[src/rtl/romfm_pkg.sv]
// Types, constants and codes of the resting order fill matcher.
// No dependencies.
package romfm_pkg;

   localparam int unsigned TableDepthDefault = 64;

   typedef enum logic [1:0] {
      CMD_SUBMIT = 2'd0,
      CMD_CANCEL = 2'd1,
      CMD_QUOTE  = 2'd2,
      CMD_TRADE  = 2'd3
   } cmd_type;

   typedef enum logic [1:0] {
      ST_IDLE,
      ST_MARK,
      ST_SWEEP
   } state_type;

   typedef enum logic [2:0] {
      CELL_HOLD,
      CELL_WRITE,
      CELL_CANCEL,
      CELL_MARK,
      CELL_ROTATE
   } cell_op_type;

   typedef struct packed {
      logic [1:0]  cmd;
      logic [31:0] order_ref;
      logic        order_side;
      logic [31:0] order_price;
      logic [31:0] order_quantity;
      logic [47:0] order_time;
      logic [31:0] bid_tick;
      logic [31:0] bid_depth;
      logic [31:0] ask_tick;
      logic [31:0] ask_depth;
      logic [47:0] quote_time;
      logic [31:0] trade_price;
   } req_type;

   typedef struct packed {
      logic [31:0] fill_order_id;
      logic [47:0] fill_order_time;
      logic [31:0] exec_tick;
      logic [31:0] exec_qty;
      logic        fill_side;
      logic [31:0] fills_total;
      logic [47:0] volume_total;
      logic        last;
   } rsp_type;

   typedef struct packed {
      logic        valid;
      logic        hit;
      logic [31:0] id;
      logic        side;
      logic [31:0] price;
      logic [31:0] quantity;
      logic [47:0] otime;
   } entry_type;

   typedef struct packed {
      logic ins_open;
      logic del_open;
   } cell_link_type;

   typedef struct packed {
      cell_op_type op;
      entry_type   new_entry;
      logic        full;
      logic        any_match;
      logic        is_trade;
      logic [31:0] ask_tick;
      logic [31:0] bid_tick;
      logic [31:0] trade_price;
      entry_type   head_entry;
      logic        head_keep;
   } cell_ctrl_type;

endpackage

[src/rtl/romfm_cell.sv]
// One order cell of the id-sorted order chain.
// Depends on romfm_pkg.
module romfm_cell (
   input  logic                     clock,
   input  logic                     reset,
   input  romfm_pkg::cell_ctrl_type ctrl,
   input  romfm_pkg::entry_type     left_entry,
   input  romfm_pkg::entry_type     right_entry,
   input  romfm_pkg::cell_link_type link_prev,
   output romfm_pkg::cell_link_type link_next,
   output romfm_pkg::entry_type     entry,
   output logic                     match
);
   romfm_pkg::entry_type entry_ff, entry_in;
   romfm_pkg::entry_type fresh;
   logic gt, hit_now;

   assign match = entry_ff.valid && (entry_ff.id == ctrl.new_entry.id);
   assign gt = entry_ff.valid && (entry_ff.id > ctrl.new_entry.id);
   assign link_next.ins_open = gt || !entry_ff.valid;
   assign link_next.del_open = match || link_prev.del_open;
   assign entry = entry_ff;

   always_comb begin
      fresh = ctrl.new_entry;
      fresh.valid = 1'b1;
      fresh.hit = 1'b0;
   end

   always_comb begin
      if (ctrl.is_trade) begin
         hit_now = entry_ff.side ? (ctrl.trade_price >= entry_ff.price)
                                 : (ctrl.trade_price <= entry_ff.price);
      end else begin
         hit_now = entry_ff.side ? (entry_ff.price <= ctrl.bid_tick)
                                 : (entry_ff.price >= ctrl.ask_tick);
      end
   end

   always_comb begin
      entry_in = entry_ff;
      unique case (ctrl.op)
         romfm_pkg::CELL_HOLD: ;
         romfm_pkg::CELL_WRITE: begin
            if (ctrl.any_match) begin
               if (match) entry_in = fresh;
            end else if (!ctrl.full && link_next.ins_open) begin
               entry_in = link_prev.ins_open ? left_entry : fresh;
            end
         end
         romfm_pkg::CELL_CANCEL: begin
            if (link_next.del_open) entry_in = right_entry;
         end
         romfm_pkg::CELL_MARK: begin
            entry_in.hit = entry_ff.valid && hit_now;
         end
         romfm_pkg::CELL_ROTATE: begin
            if (!right_entry.valid && entry_ff.valid && ctrl.head_keep) begin
               entry_in = ctrl.head_entry;
               entry_in.hit = 1'b0;
            end else begin
               entry_in = right_entry;
            end
         end
         default: ;
      endcase
   end

   always_ff @(posedge clock) begin
      if (reset) begin
         entry_ff.valid <= 1'b0;
         entry_ff.hit <= 1'b0;
      end else begin
         entry_ff <= entry_in;
      end
   end
endmodule

[config.mk]
export PLATFORM = sky130hd
export DESIGN_NAME = romfm_cell
export DESIGN_NICKNAME = d
export VERILOG_FILES = /design/src/rtl/romfm_pkg.sv /design/src/rtl/romfm_cell.sv
export SDC_FILE = /design/constraint.sdc
export NUM_CORES = 1
export LEC_CHECK = 0
export CAP_MARGIN = 20
export CORE_AREA = 2 2 325 327
export DETAILED_ROUTE_END_ITERATION = 12
export DIE_AREA = 0 0 327 329
export DONT_BUFFER_PORTS = 1
export GPL_TIMING_DRIVEN = 0
export MAX_ROUTING_LAYER = met4
export PLACE_DENSITY = 0.3
export SYNTH_ARGS = -nofsm -noshare
export SYNTH_HDL_FRONTEND = slang
export SYNTH_SLANG_ARGS = --single-unit
[constraint.sdc]
create_clock -name clock -period 13.3 [get_ports clock]
set_input_delay 0.665 -clock clock [delete_from_list [all_inputs] [get_ports clock]]
set_output_delay 0.665 -clock clock [all_outputs]
set_load 0.01 [all_outputs]
==> out/results.txt <==
The count of H-tree levels built during CTS is 4. Counting stages on the worst path, the most repeated cell is sky130_fd_sc_hd__buf_12. The core outline area is 104000 um^2.

On the critical path, the stage with the largest delay is an instance of sky130_fd_sc_hd__clkbuf_1. Maximum number of buffers from clock root to sink: 2. For this run, the register share of the synthesized area comes to 38.5%. The tools report the storage element area as 4390 um^2.

Per-cell routed wire length: 28.6 um. The tools report the remaining antenna violation count after routing as 0. The initial antenna violation count came out at 28. The endpoint required time on the critical path came out at 13.48 ns.

Summed over all failing endpoints, the final setup total negative slack is 0 ns. The critical path starts at entry[142]. The number of buffers inserted during clock tree synthesis came out at 17.

The clock input transition at the sequential cells of the worst setup and hold paths is 0.08 ns. The worst setup path is launched from a register. Yosys attributes the largest share of cell area to sky130_fd_sc_hd__edfxtp_1, sky130_fd_sc_hd__ha_1, sky130_fd_sc_hd__a221o_1. The clock reaches the later pin of the worst-skew pair after 0.51 ns. The pin count of the biggest net entering global routing is 31. The final instance area is 14100 um^2, and the overall die width is 327 um.

Across the run, the number of max-cap violations was 0. The I/O pin count is 845, and the slew at the pin closest to its max-slew limit is 0.891 ns. The critical path is of the reg2reg type. The combined area of the multi-input logic cells is 6260 um^2. The die covers 108000 um^2. The tools report the reg-to-reg startpoint as entry[142].

Gates resized during post-CTS repair numbered 0. The gate count of the mapped netlist is 1301. Dividing total power by cell area gives a power density of 101 nW/um^2. Top cell type by total area after synthesis: sky130_fd_sc_hd__edfxtp_1. Data on the critical path arrives at its endpoint at 5.41 ns. At the end of routability-driven placement, the weighted congestion stood at 0.956. The worst stage delay on the critical path came out at 0.61 ns.

The share of flip-flops with an asynchronous set or reset works out to 0%. Post-CTS timing repair inserted 0 buffers for setup. For the number of standard-cell rows in the floorplan, the log shows 119. Synthesis instantiated 47 different standard cells from the library. The layout cell share with drive strength beyond 1 works out to 4.16%. The post-placement setup slack was 7.70 ns; the number of detailed-route iterations in the first pass was 5. Setup repair after global routing left no endpoint under its margin. On the final layout, the worst clock skew is 0.0334 ns. The analysis attributes to cell leakage a power of 5.36 nW. Measured along the y axis, the die boundary spans 329 um.

The run finished with clean final reports. The tools report the via count of the first global-routing pass as 11500. After detailed routing, the number of remaining DRC violations is 0.

The largest driver fanout on the critical path is 30. The most used flip-flop cell after synthesis is sky130_fd_sc_hd__edfxtp_1. The area added between synthesis and finish is 23.1%. Across all setup checks in the final design, the least slack found is 8.07 ns. The flip-flop count of the largest register after layout came out at 147.

Wires add up to 78700 um. The worst min-delay path category is in2reg. Detailed placement finished with a half-perimeter wire length of 68400 um. Derived from the worst setup path, the maximum achievable clock frequency is 0.191 GHz. The worst setup path is captured at a register.

The logs give 0 for the number of hold buffers added after CTS and 14.5% for the total global-route track usage. Across the VDD grid, the largest voltage drop is 90.4 uV. In the layout the commonest cells are sky130_fd_sc_hd__nand2_1, sky130_fd_sc_hd__a21oi_1, sky130_fd_sc_hd__a221o_1. TritonCTS built the clock tree. Once placement finished, the instance area stood at 13400 um^2. Count of pins over their slew limit: 0.

The average footprint of a synthesized cell is 8.78 um^2. The root buffer cell chosen for the clock tree is sky130_fd_sc_hd__clkbuf_16. The overall overflow remaining after global route is 0, and the initial standard-cell utilization of the core is 10.9%. The tools report the number of hold violations in the final report as 0. Fill cells in the final layout number 11900.

The worst slew slack as a fraction of its limit was 40.5%. In this run the most critical hold path is launched from reset. The Yosys step of the flow raised 0 warnings.

Input and output buffers added on the ports amount to 0. Summing over every cut layer, the via total after detailed routing is 11000. The final critical path time including I/O delays and setup is 5.23 ns, and the post-synthesis instance area is 11400 um^2.

The library cell used most frequently in the layout, excluding fill and tap cells, is sky130_fd_sc_hd__nand2_1. The violation count after the first detailed-route iteration is 776, and the post-synthesis net count is 2124. Summed over its instances, the top area cell type makes up 38.1% of the synthesized netlist area.

Yosys mapped a number of flops with a built-in enable equal to 145. Post-detailed-route via-to-cell ratio: 3.98. For the TritonCTS sink count, the log shows 147.

Dividing the final minimum period by the clock period gives 39.3%. The synthesized design contains 147 register bits. At the end of the flow, the number of nets in the layout was 2155.

The signal on the critical path passes through ha_1, and4_1, nand4_1, and4b_1, clkbuf_1, or2_2, nor3_1, a21oi_1, nand2_1, nor2_4, buf_12, buf_12, buf_12. The run gives 0 as the number of setup violations in the final report. The first-pass GRT wire length came out at 102000 um.
routing by layer:
layer	vias up	wire [um]	track usage, %
li1	4917	-	-
met1	5350	30000	15.3
met2	623	41000	25.6
met3	66	6390	5.11
met4	0	1390	3.84
met5	-	0	-
final timing paths:
| path | end | slack [ns] | cells after the start |
|---|---|---|---|
| max reg2reg | entry[120] | 8.07 | 13 |
| max | entry[120] | 8.07 | 13 |
| min | entry[145] | 0.21 | 1 |
| min reg2reg | entry[145] | 0.71 | 2 |
logic make-up (layout without fill, tap and decap cells):
group                    Yosys count  count (layout)  share of synthesized area (%)
other                              0              15                              0
AO/OA/AOI/OAI                    406             406                           25.3
XOR/XNOR                           1               1                         0.0767
adder cells (fa/ha/maj)          128             128                           14.0
AND/OR/NAND/NOR                  409             409                           15.2
buffers and inverters            210             254                           6.90
flip-flops                       147             147                           38.5
synth_stat cells (5+ instances only):
cell	instances
sky130_fd_sc_hd__a211oi_1	5
sky130_fd_sc_hd__a21o_1	15
sky130_fd_sc_hd__edfxtp_1	145
sky130_fd_sc_hd__nand4_1	24
sky130_fd_sc_hd__nand2_1	317
sky130_fd_sc_hd__o21ai_0	16
sky130_fd_sc_hd__a21oi_1	199
sky130_fd_sc_hd__buf_1	13
sky130_fd_sc_hd__nor3_1	9
sky130_fd_sc_hd__nand2b_1	5
sky130_fd_sc_hd__ha_1	128
sky130_fd_sc_hd__nor2b_1	7
sky130_fd_sc_hd__nor2_1	15
sky130_fd_sc_hd__a221o_1	147
sky130_fd_sc_hd__nand3_1	11
sky130_fd_sc_hd__inv_1	129
sky130_fd_sc_hd__clkbuf_1	68
sky130_fd_sc_hd__o211ai_1	5
final cells by class:
type,count,share of cell area [%]
multi-input combinational,944,44.5
sequential,147,31.2
tap,1391,12.4
inverter,129,3.44
clock buffer,17,3.02
buffer,81,2.20
clock inverter,15,1.52
timing repair buffer,12,1.42
antenna,15,0.267
critical path: cells and delay by family (launching register included):
kind | cells | cell delay (ns)
buffers and inverters | 4 | 1.35
adder cells (fa/ha/maj) | 1 | 0.35
AO/OA/AOI/OAI | 1 | 0.32
AND/OR/NAND/NOR | 7 | 2.27
flip-flops | 1 | 0.50
where the power goes:
group | switching, mW | internal (mW)
logic | 0.164 | 0.104
registers | 0.0332 | 0.543
clock network | 0.272 | 0.306
metrics by stage:
step	cells	power (mW)	hold slack, ns	util, %
after floorplan	1301	0.751	0.564	-
after global placement	2692	0.862	0.729	12.6
after detailed placement	2704	0.862	0.722	12.8
after CTS	2736	1.47	0.150	13.4
after global routing	2748	1.50	0.161	13.5
final	2751	1.42	0.211	13.5
Note: power is estimated with default switching activity, not from simulation.
